[src/rtl/spc_pkg.sv]
// Shared constants and types for the sphere pair collision response block.
// No dependencies; every other file imports this package.
package spc_pkg;

    // Radius register width and the widths that follow from it.
    localparam int RADIUS_BITS = 18;
    localparam int SPAN_BITS   = RADIUS_BITS + 1;   // 2 * radius
    localparam int DIFF_BITS   = SPAN_BITS + 1;     // signed center difference in contact range
    localparam int DMAG_BITS   = SPAN_BITS;         // magnitude of one difference component
    localparam int DD_BITS     = 2 * DMAG_BITS + 2; // squared distance, three terms

    // Split point of the wide velocity-dot magnitude for the product stage.
    localparam int SPLIT_BITS  = 23;

    localparam int AXES        = 3;

    // Outcome of the classification, carried with each pair to the back end.
    typedef struct packed {
        logic hit;
        logic refl0;
        logic refl1;
    } spc_flags_t;

endpackage

[src/rtl/spc_fifo.sv]
// Short queue between the classifying front end and the response back end.
// Depends on spc_pkg. DEPTH must be a power of two.
module spc_fifo
    import spc_pkg::*;
#(
    parameter int DATA_BITS = 8,
    parameter int DEPTH     = 4
) (
    input  logic                 aclk,
    input  logic                 aresetn,
    input  logic                 wr_valid,
    output logic                 wr_ready,
    input  logic [DATA_BITS-1:0] wr_data,
    output logic                 rd_valid,
    input  logic                 rd_ready,
    output logic [DATA_BITS-1:0] rd_data
);

    localparam int PTR_BITS = $clog2(DEPTH);

    logic [DATA_BITS-1:0] mem_reg [DEPTH];
    logic [PTR_BITS-1:0]  wr_ptr_reg;
    logic [PTR_BITS-1:0]  rd_ptr_reg;
    logic [PTR_BITS:0]    count_reg;
    logic                 push;
    logic                 pop;

    assign wr_ready = (count_reg != (PTR_BITS+1)'(DEPTH));
    assign rd_valid = (count_reg != '0);
    assign push     = wr_valid && wr_ready;
    assign pop      = rd_valid && rd_ready;
    assign rd_data  = mem_reg[rd_ptr_reg];

    always_ff @(posedge aclk) begin
        if (push) begin
            mem_reg[wr_ptr_reg] <= wr_data;
        end
    end

    always_ff @(posedge aclk) begin
        if (!aresetn) begin
            wr_ptr_reg <= '0;
            rd_ptr_reg <= '0;
            count_reg  <= '0;
        end else begin
            if (push) begin
                wr_ptr_reg <= wr_ptr_reg + 1'b1;
            end
            if (pop) begin
                rd_ptr_reg <= rd_ptr_reg + 1'b1;
            end
            if (push && !pop) begin
                count_reg <= count_reg + 1'b1;
            end else if (pop && !push) begin
                count_reg <= count_reg - 1'b1;
            end
        end
    end

endmodule

[config.mk]
export PLATFORM = sky130hd
export DESIGN_NAME = spc_fifo
export DESIGN_NICKNAME = d
export VERILOG_FILES = /design/src/rtl/spc_pkg.sv /design/src/rtl/spc_fifo.sv
export SDC_FILE = /design/constraint.sdc
export NUM_CORES = 1
export LEC_CHECK = 0
export BUFFER_PORTS_ARGS = -buffer_cell sky130_fd_sc_hd__buf_2
export CORE_UTILIZATION = 35
export DETAILED_ROUTE_END_ITERATION = 10
export PLACE_DENSITY = 0.54
export SETUP_SLACK_MARGIN = 0.1
export SLEW_MARGIN = 10
export SYNTH_ARGS = -nofsm -noshare
export SYNTH_HDL_FRONTEND = slang
export SYNTH_SLANG_ARGS = --single-unit
[constraint.sdc]
create_clock -name aclk -period 3.4 [get_ports aclk]
set_clock_uncertainty 0.15 [all_clocks]
set_input_delay 0.17 -clock aclk [delete_from_list [all_inputs] [get_ports aclk]]
set_output_delay 0.17 -clock aclk [all_outputs]
set_load 0.005 [all_outputs]
==> impl_metrics.toml, run 1 <==
[die]
die_h_um = 70.80
ios = 22
core_area_mm2 = 0.004444
dieArea_mm2 = 0.005012
initial_core_util_pct = 37.27
num_rows = 24
die_w_um = 70.80

[worst_setup_path]
max_stage_delay_ns = 0.52
slowest_stage = "dfxtp_1"
arrival_ns = 2.42
r2r-end = "count_reg[2]"
critPathTopFamily = "adder cells"
r2r_setup_slack_ns = 1.05
startpoint_type = "register"
crit_type = "reg2reg"
reg2reg_depth = 8
crit_chain = "nor2_2, a21boi_4, ha_1, inv_1, fa_1, xor2_1, or3_1, a21boi_0"
rr_startpoint = "count_reg[0]"
cp-end-kind = "register"
path_buf_inv = 1
cp.required_ns = 3.47
crit_path_max_fanout = 7

[drt]
drt_iter0_markers = 39
route.detailed.drc = 6
wire_per_inst_um = 14.34
routed_wl_mm = 2.524
ant_nets = 0
vias = 829
firstDrtPassIters = 7
viasPerCell = 4.710

[cts]
clkTransAtPathRegs_ns = 0.08
clk_latency_ns = 0.28
tritoncts = "done"
cts.sink_count = 41
cts_inserted_buffers = 5
clk_path_buf_depth = 2
ctsRootBufferMaster = "clkbuf_8"
cts_max_level = 2

[final_layout]
layout-drive-gt1-share_pct = 32.26
largest_register_ffs = 32
area_growth_pct = 20.77
instances_no_fill = 176
nFillCells = 411
antenna_cells = 0
fin_nets = 141

[synth]
async_flop_share_pct = 0
postSynthCellCount = 90
ys_seq_area_share_pct = 68.88
synth_edf_count = 32
synth-main-ff-cell = "edfxtp_1"
yosysUniqueCellTypes = 22
syn_area_per_cell_um2 = 18.41
synth_fp_nets = 108
yosys.area.top_type_share_pct = 58.01
yosys.area.top_type = "edfxtp_1"
yosysWarnings = 0
yosys.cell_count.top_type = "edfxtp_1"
ys_ff_latch = 41
ys_top_cells_by_count = "edfxtp_1, dfxtp_1, and2_1, mux4_2"
synthTopCellsByArea = "edfxtp_1, dfxtp_1, mux4_2"
synth_area_mm2 = 0.001657

[global_routing]
grt_max_degree = 13
antenna_found_initial = 0
grt_overflow = 0
grt_pass1_vias = 849
grt_usage_pct = 11.51
grt_pass1_wl_mm = 4.105

[status]
outcome = "finished, violations left"
violations = "design-rule violations"

[worst_hold_path]
hold_start = "aresetn"
hold_path_depth = 3
holdPathEnd = "wr_ptr_reg[0]"
hp-class = "in2reg"

[power_and_ir_drop]
p_leak_nw = 0.7159
powerDensity_mw_per_mm2 = 698.2
vdd_drop_max_mv = 0.3850
p_total_mw = 1.397

[placed_design]
place_ws_ns = 1.039
routabilityCongestion = 0.7688
dp_hpwl_mm = 1.715
dpl.cell_count = 160
io_buffers = 21

[sta]
whs_ns = 0.05487
finalCriticalPeriod_ns = 2.350
fin_ws_ns = 1.050
fin_tns_setup_ns = 0
drv_slew = 0
setup_viol = 0
clock.fmax_mhz = 425.6
worst_slew_pin_slew_ns = 0.5893
rsz0062_at_grt = "false"
post-route-period-util_pct = 69.11
hold_viol_final = 0
max_slew_margin_pct = 60.66

[flow_run]
max_cap_viol_count = 0
## layout by cell type (no fill, tap or decap), types with 3 or more instances in the layout
master,count
mux4_2,8
nand2_1,5
dfxtp_1,9
clkbuf_8,5
mux2i_1,3
inv_1,3
edfxtp_1,32
and2_1,8
ha_1,5
dlygate4sd3_1,8
buf_2,21
xnor2_1,3
## worst max-delay path by stage
stage / start / end / slack, ns / depth (start not counted)
floorplan: count_reg[0] / count_reg[2] / 1.19 / 8
global placement: count_reg[0] / count_reg[2] / 1.11 / 8
detailed placement: count_reg[0] / count_reg[2] / 1.04 / 8
CTS: count_reg[0] / count_reg[2] / 1.03 / 8
global route: count_reg[0] / count_reg[2] / 0.89 / 8
finish: count_reg[0] / count_reg[2] / 1.05 / 8
## report_power, final
part | switching, mW | internal (mW)
clock network | 0.151 | 0.217
logic | 0.132 | 0.198
registers | 0.0836 | 0.616
total | 0.366 | 1.03
## tightest hold or removal path: cells and delay by family
| family | cells | cell delay, ns |
|---|---|---|
| and+or+nand+nor | 1 | 0.07 |
| buffers and inverters | 1 | 0.15 |
| muxes | 1 | 0.05 |
## repair_timing
item | 4_1_cts | 5_1_grt
endpoints found under the hold margin | 32 | 0
resized for setup | 0 | 0
hold buffers | 8 | 0
setup buffers | 0 | 0
## routing by layer
| layer | global-route usage (%) | part of all wire (%) |
|---|---|---|
| met1 | 13.55 | 44 |
| met2 | 18.48 | 49 |
| met3 | 4.274 | 4.7 |
| met4 | 6.000 | 2.1 |
| met5 | 0 | 0 |
## stage by stage
stage,utilization [%],instance area [um2]
2_1_floorplan,-,1657
3_3_place_gp,40.82,1814
3_5_place_dp,40.82,1814
4_1_cts,45.02,2001
5_1_grt,45.02,2001
6_report,45.02,2001
## area by class of cell
class | instances | area, um2 | area share [%]
sequential | 41 | 1141 | 57.04
clock buffer | 6 | 72.57 | 3.627
multi-input combinational | 43 | 491.7 | 24.58
timing repair buffer | 29 | 185.2 | 9.256
inverter | 3 | 11.26 | 0.5629
tap | 52 | 65.06 | 3.252
clock inverter | 2 | 33.78 | 1.689
## cells by family after synthesis
| group | Yosys count | synth area share, % |
|---|---|---|
| mux | 11 | 12.69 |
| fa+ha+maj | 6 | 4.985 |
| simple gates | 17 | 5.741 |
| buf+inv | 6 | 1.435 |
| flops | 41 | 68.88 |
| compound gates | 5 | 4.154 |
| xor+xnor | 4 | 2.115 |
Power figures use the tool's default switching activity.
==> run 2, diff against run 1 <==
--- a/config.mk
+++ b/config.mk
@@ -5,6 +5,7 @@
 export SDC_FILE = /design/constraint.sdc
 export NUM_CORES = 1
 export LEC_CHECK = 0
+export ABC_AREA = 1
 export BUFFER_PORTS_ARGS = -buffer_cell sky130_fd_sc_hd__buf_2
 export CORE_UTILIZATION = 35
 export DETAILED_ROUTE_END_ITERATION = 10
==> constraint.sdc (replaced) <==
create_clock -name aclk -period 2.4 [get_ports aclk]
set_clock_uncertainty 0.15 [all_clocks]
set_input_delay 0.12 -clock aclk [delete_from_list [all_inputs] [get_ports aclk]]
set_output_delay 0.12 -clock aclk [all_outputs]
set_load 0.005 [all_outputs]
==> run 2 against run 1 <==
Against the previous run: the run now ends clean; global-route usage increased by 2.5 points; count of clock-buffer cells in the layout grew 2; combinational power rose by 70%; core utilization increased by 1.3 points; routed wire length up 24%; flip-flop and latch count did not move; power rose by 45%; die area increased by 1.8%; critical endpoint is now count_reg[1]; largest cell class unchanged; highest routed layer unchanged.
==> impl_metrics.toml, run 2 <==
[status]
outcome = "finished clean"

[synth]
yosys.area.top_type_share_pct = 56.93
yosysWarnings = 0
ys_top_cells_by_count = "edfxtp_1, nor2_1, inv_1, o21ai_0, nand2_1"
ys_seq_area_share_pct = 67.61
synth_fp_nets = 162
async_flop_share_pct = 0
synthTopCellsByArea = "edfxtp_1, dfxtp_1, nor2_1"
yosys.area.top_type = "edfxtp_1"
synth_area_mm2 = 0.001688
syn_area_per_cell_um2 = 11.72
ys_ff_latch = 41
yosysUniqueCellTypes = 19
synth-main-ff-cell = "edfxtp_1"
synth_edf_count = 32
yosys.cell_count.top_type = "edfxtp_1"
postSynthCellCount = 144

[drt]
top_layer_used = "met4"
drt_iter0_markers = 47
route.detailed.drc = 0
route.met3.wl_um = 98
vias = 1145
viasPerCell = 4.811
wl_met2_mm = 1.668
routed_wl_mm = 3.131
met1Wirelength_mm = 1.306
wire_per_inst_um = 13.16
ant_nets = 0
firstDrtPassIters = 4

[final_layout]
final_cell_mix = "edfxtp_1, nor2_1, buf_2"
final-seq-area_mm2 = 0.001141
nFillCells = 436
area_growth_pct = 23.50
final_common_cell = "edfxtp_1"
layout-drive-gt1-share_pct = 23.66
antenna_cells = 0
fin_nets = 203
largest_register_ffs = 32
multi_input_area_um2 = 464.2

[sta]
finalCriticalPeriod_ns = 1.991
drv_slew = 0
worst_slew_pin_slew_ns = 0.3472
setup_viol = 0
hold_viol_final = 0
fin_tns_setup_ns = 0
clock.fmax_mhz = 502.3
post-route-period-util_pct = 82.95
max_slew_margin_pct = 76.82
rsz0062_at_grt = "false"

[power_and_ir_drop]
power.internal_mw = 1.402
p_sw_mw = 0.6195
p_total_mw = 2.022
powerDensity_mw_per_mm2 = 969.8
p_seq_share_pct = 46.7
vdd_drop_max_mv = 0.3880
p_leak_nw = 0.8177
share_comb_of_total_power_pct = 27.7
swShare_pct = 30.64
pwr-share-clk_pct = 25.7

[cts]
ctsRootBufferMaster = "clkbuf_8"
tritoncts = "done"
cts.sink_count = 41
cts_max_level = 2
post_cts_buffers = 0
clk_latency_ns = 0.29
clkTransAtPathRegs_ns = 0.08
clk_path_buf_depth = 2
cts_hold_buf = 10
cts_inserted_buffers = 5
cts_resized = 0

[worst_setup_path]
cpMostUsedCell = "nand2_2"
slowest_stage = "fa_1"
crit_chain = "nor2_2, nand2_2, nand2_2, inv_2, ha_1, inv_1, fa_1, o21ai_0, nor2_1"
arrival_ns = 2.03
cp-end-kind = "register"
crit_type = "reg2reg"
reg2reg_depth = 9
crit_path_max_fanout = 5
max_stage_delay_ns = 0.42
cp.required_ns = 2.43
startpoint_type = "register"

[placed_design]
routabilityCongestion = 0.7826
io_buffers = 21
dp_hpwl_mm = 2.231

[worst_hold_path]
hold_path_depth = 3
hp-class = "in2reg"

[global_routing]
grt_pass1_vias = 1135
grt_overflow = 0
grt_max_degree = 17
grt_usage_pct = 14.02
grt_pass1_wl_mm = 5.278
antenna_found_initial = 0

[die]
die_h_um = 71.45
ios = 22
core_area_mm2 = 0.004504
die_w_um = 71.45
dieArea_mm2 = 0.005104
initial_core_util_pct = 37.47
num_rows = 24

[flow_run]
max_cap_viol_count = 0
[run 2: cell families after synthesis]
family | Yosys count | synth area share [%]
simple gates | 50 | 12.53
flops | 41 | 67.61
compound gates | 28 | 9.562
buf+inv | 18 | 4.893
fa+ha+maj | 6 | 4.893
xor+xnor | 1 | 0.5190
[run 2: critical path: cells and delay by family, from the launching register on]
family	cells	cell delay (ns)
DFF	1	0.36
AOI/OAI and AO/OA	1	0.18
and+or+nand+nor	4	0.44
adders and majority gates	2	0.62
buffers and inverters	2	0.14
[run 2: final timing paths]
kind | start | endpoint | slack (ns)
min reg2reg | rd_ptr_reg[0] | rd_ptr_reg[0] | 0.37
max | count_reg[1] | count_reg[1] | 0.41
max reg2reg | count_reg[1] | count_reg[1] | 0.41
min | rd_ready | rd_ptr_reg[0] | 0.02
[run 2: power by group through the flow]
stage          logic [mW]  registers (mW)  clock network, mW
6_report            0.560           0.943              0.519
3_5_place_dp        0.559           0.961                  0
2_1_floorplan       0.377           0.938                  0
3_3_place_gp        0.533           0.955                  0
4_1_cts             0.573           0.945              0.533
5_1_grt             0.644           0.956              0.566
[run 2: layer usage]
metal,vias to the layer above,track usage [%]
li1,574,-
met1,545,14.50
met2,19,26.03
met3,7,4.360
met5,-,0
met4,0,6.000
[run 2: cell type report]
cell class	instances	area share (%)
clock buffers	8	5.342
repair buffers	36	11.64
inverters	16	2.881
well taps	52	3.121
flip-flops and latches	41	54.74
multi-input cells	85	22.27
[run 2: through the flow]
step                      setup slack [ns]  hold WS (ns)  std cells  utilization, %  instance area (um2)
final                               0.4092       0.02166        238           46.28                 2085
after detailed placement            0.4098        0.1909        220           41.58                 1873
after CTS                           0.4035       0.01520        238           46.28                 2085
after global placement              0.5190        0.1845        220           41.58                 1873
after floorplan                     0.5662       0.06887        144               -                 1688
after global routing                0.2719       0.01002        238           46.28                 2085
==> run 3, diff against run 2 <==
--- a/config.mk
+++ b/config.mk
@@ -5,7 +5,7 @@
 export SDC_FILE = /design/constraint.sdc
 export NUM_CORES = 1
 export LEC_CHECK = 0
-export ABC_AREA = 1
+export ABC_AREA = 0
 export BUFFER_PORTS_ARGS = -buffer_cell sky130_fd_sc_hd__buf_2
 export CORE_UTILIZATION = 35
 export DETAILED_ROUTE_END_ITERATION = 10
==> constraint.sdc (replaced) <==
create_clock -name aclk -period 2 [get_ports aclk]
set_clock_uncertainty 0.15 [all_clocks]
set_input_delay 0.1 -clock aclk [delete_from_list [all_inputs] [get_ports aclk]]
set_output_delay 0.1 -clock aclk [all_outputs]
set_load 0.005 [all_outputs]
==> run 3 against run 2 <==
Against the previous run: the flow now finishes with violations (negative setup slack); sequential share of layout area rose by 0.091 points; largest power group unchanged; flip-flop and latch count unchanged; count of clock-buffer cells in the layout decreased by 2; via count fell by 26%; worst hold slack improved by 0.13 ns; critical endpoint is now count_reg[2]; final cell count down 22%; largest cell class unchanged; fmax is 0.68% lower; global-route usage decreased by 1.9 points; core utilization grew 0.91 points.
==> impl_metrics.toml, run 3 (synthesized netlist as in run 1, its figures left out) <==
[cts]
clkTransAtPathRegs_ns = 0.07
cts_max_level = 2
tritoncts = "done"
clk_path_buf_depth = 2
cts_inserted_buffers = 5
clk_latency_ns = 0.29
ctsRootBufferMaster = "clkbuf_8"
cts.sink_count = 41

[worst_setup_path]
crit_type = "reg2reg"
r2r-end = "count_reg[2]"
r2r_setup_slack_ns = -0.004
reg2reg_depth = 7
rr_startpoint = "count_reg[0]"
cp.required_ns = 2.07
crit_path_max_fanout = 3
cp-endpoint = "count_reg[2]"
crit_start = "count_reg[0]"
cp-end-kind = "register"
arrival_ns = 2.07
startpoint_type = "register"

[worst_hold_path]
hp-class = "in2reg"
hold_path_depth = 4

[drt]
routed_wl_mm = 2.728
viasPerCell = 4.554
drt_iter0_markers = 27
vias = 847
ant_nets = 0
firstDrtPassIters = 6
wire_per_inst_um = 14.67
route.detailed.drc = 0

[sta]
worst_slew_pin_slew_ns = 0.4320
post-route-period-util_pct = 100.2
rsz0062_at_grt = "true"
drv_slew = 0
setup_viol = 1
clock.fmax_mhz = 498.9
max_slew_margin_pct = 71.20
fin_ws_ns = -0.004384
hold_viol_final = 0
finalCriticalPeriod_ns = 2.004

[die]
ios = 22
core_area_mm2 = 0.004444
num_rows = 24
dieArea_mm2 = 0.005012
die_h_um = 70.80
initial_core_util_pct = 37.27
die_w_um = 70.80

[global_routing]
grt_overflow = 0
antenna_found_initial = 0
grt_usage_pct = 12.16
grt_max_degree = 13
grt_pass1_vias = 933
grt_pass1_wl_mm = 4.402

[status]
violations = "negative setup slack"
outcome = "finished, violations left"

[final_layout]
largest_register_ffs = 32
antenna_cells = 0
fin_nets = 151
final_common_cell = "edfxtp_1"
instances_no_fill = 186
layout-drive-gt1-share_pct = 41.04
final_cell_mix = "edfxtp_1, buf_2, dlygate4sd3_1, buf_4"
area_growth_pct = 26.59

[power_and_ir_drop]
vdd_drop_max_mv = 0.5935
p_leak_nw = 0.7653
powerDensity_mw_per_mm2 = 1195

[placed_design]
io_buffers = 21
routabilityCongestion = 0.6840
place_ws_ns = -0.03165
dpl.cell_count = 167
dp_hpwl_mm = 1.844

[flow_run]
max_cap_viol_count = 0
==> run 3: changes by cell type in the layout (fill, tap and decap cells not counted), sizes merged, moves of 10 or more <==
cell,change
nor2,-29
o21ai,-16
nand2,-10
inv,-13
==> run 3: routing by layer <==
layer | GRT usage [%] | vias to the layer above | part of all wire, %
met1 | 14.14 | 402 | 45
met3 | 3.419 | 4 | 3.2
met2 | 20.73 | 19 | 51
met5 | 0 | - | 0
li1 | - | 422 | -
met4 | 6.000 | 0 | 0.73
==> run 3: cell type report <==
type	count	area (um2)
clock buffer	6	72.57
timing repair buffer	39	262.8
tap	52	65.06
fill	389	2347
inverter	3	11.26
sequential	41	1150
clock inverter	2	33.78
multi-input combinational	43	501.7
==> run 3: per-stage QoR <==
| step | area (um2) | utilization [%] | TNS (ns) | hold slack [ns] | total power [mW] |
|---|---|---|---|---|---|
| finish | 2097 | 47.18 | -0.004384 | 0.1538 | 2.506 |
| global route | 2097 | 47.18 | -0.1024 | 0.1585 | 2.652 |
| CTS | 2097 | 47.18 | -0.01622 | 0.1439 | 2.548 |
| detailed placement | 1884 | 42.40 | -0.03165 | 0.1743 | 1.870 |
| global placement | 1884 | 42.40 | 0 | 0.1597 | 1.861 |
| floorplan | 1674 | - | 0 | 0.04887 | 1.604 |
==> run 3: repair_timing <==
item | in CTS | in global routing
hold endpoints to repair | 36 | 0
hold buffers | 9 | 0
gates cloned | 0 | 0
pin swaps | 2 | 1
buffers inserted | 2 | 0
resized for setup | 2 | 0
endpoints found under the setup margin | 1 | 1
==> run 3: how the worst min path moves through the flow <==
| stage | slack, ns | end | start |
|---|---|---|---|
| after global routing | 0.16 | rd_ptr_reg[1] | rd_ready |
| final | 0.15 | rd_ptr_reg[1] | rd_ready |
| after detailed placement | 0.17 | mem_reg[0][6] | wr_data[6] |
| after global placement | 0.16 | mem_reg[3][1] | wr_data[1] |
| after CTS | 0.14 | register | rd_ready |
| after floorplan | 0.05 | mem_reg[0][0] | wr_data[0] |
==> run 3: power breakdown <==
group	internal, mW	switching [mW]
Sequential	1.06	0.0868
Clock	0.368	0.268
Combinational	0.417	0.309
==> run 3: worst max-delay path: stages, from the launching register on <==
cell	delay (ns)
dfxtp_4	0.37
o31ai_4	0.25
ha_2	0.22
inv_2	0.04
fa_2	0.33
xor2_1	0.15
or3_1	0.30
a21boi_1	0.12
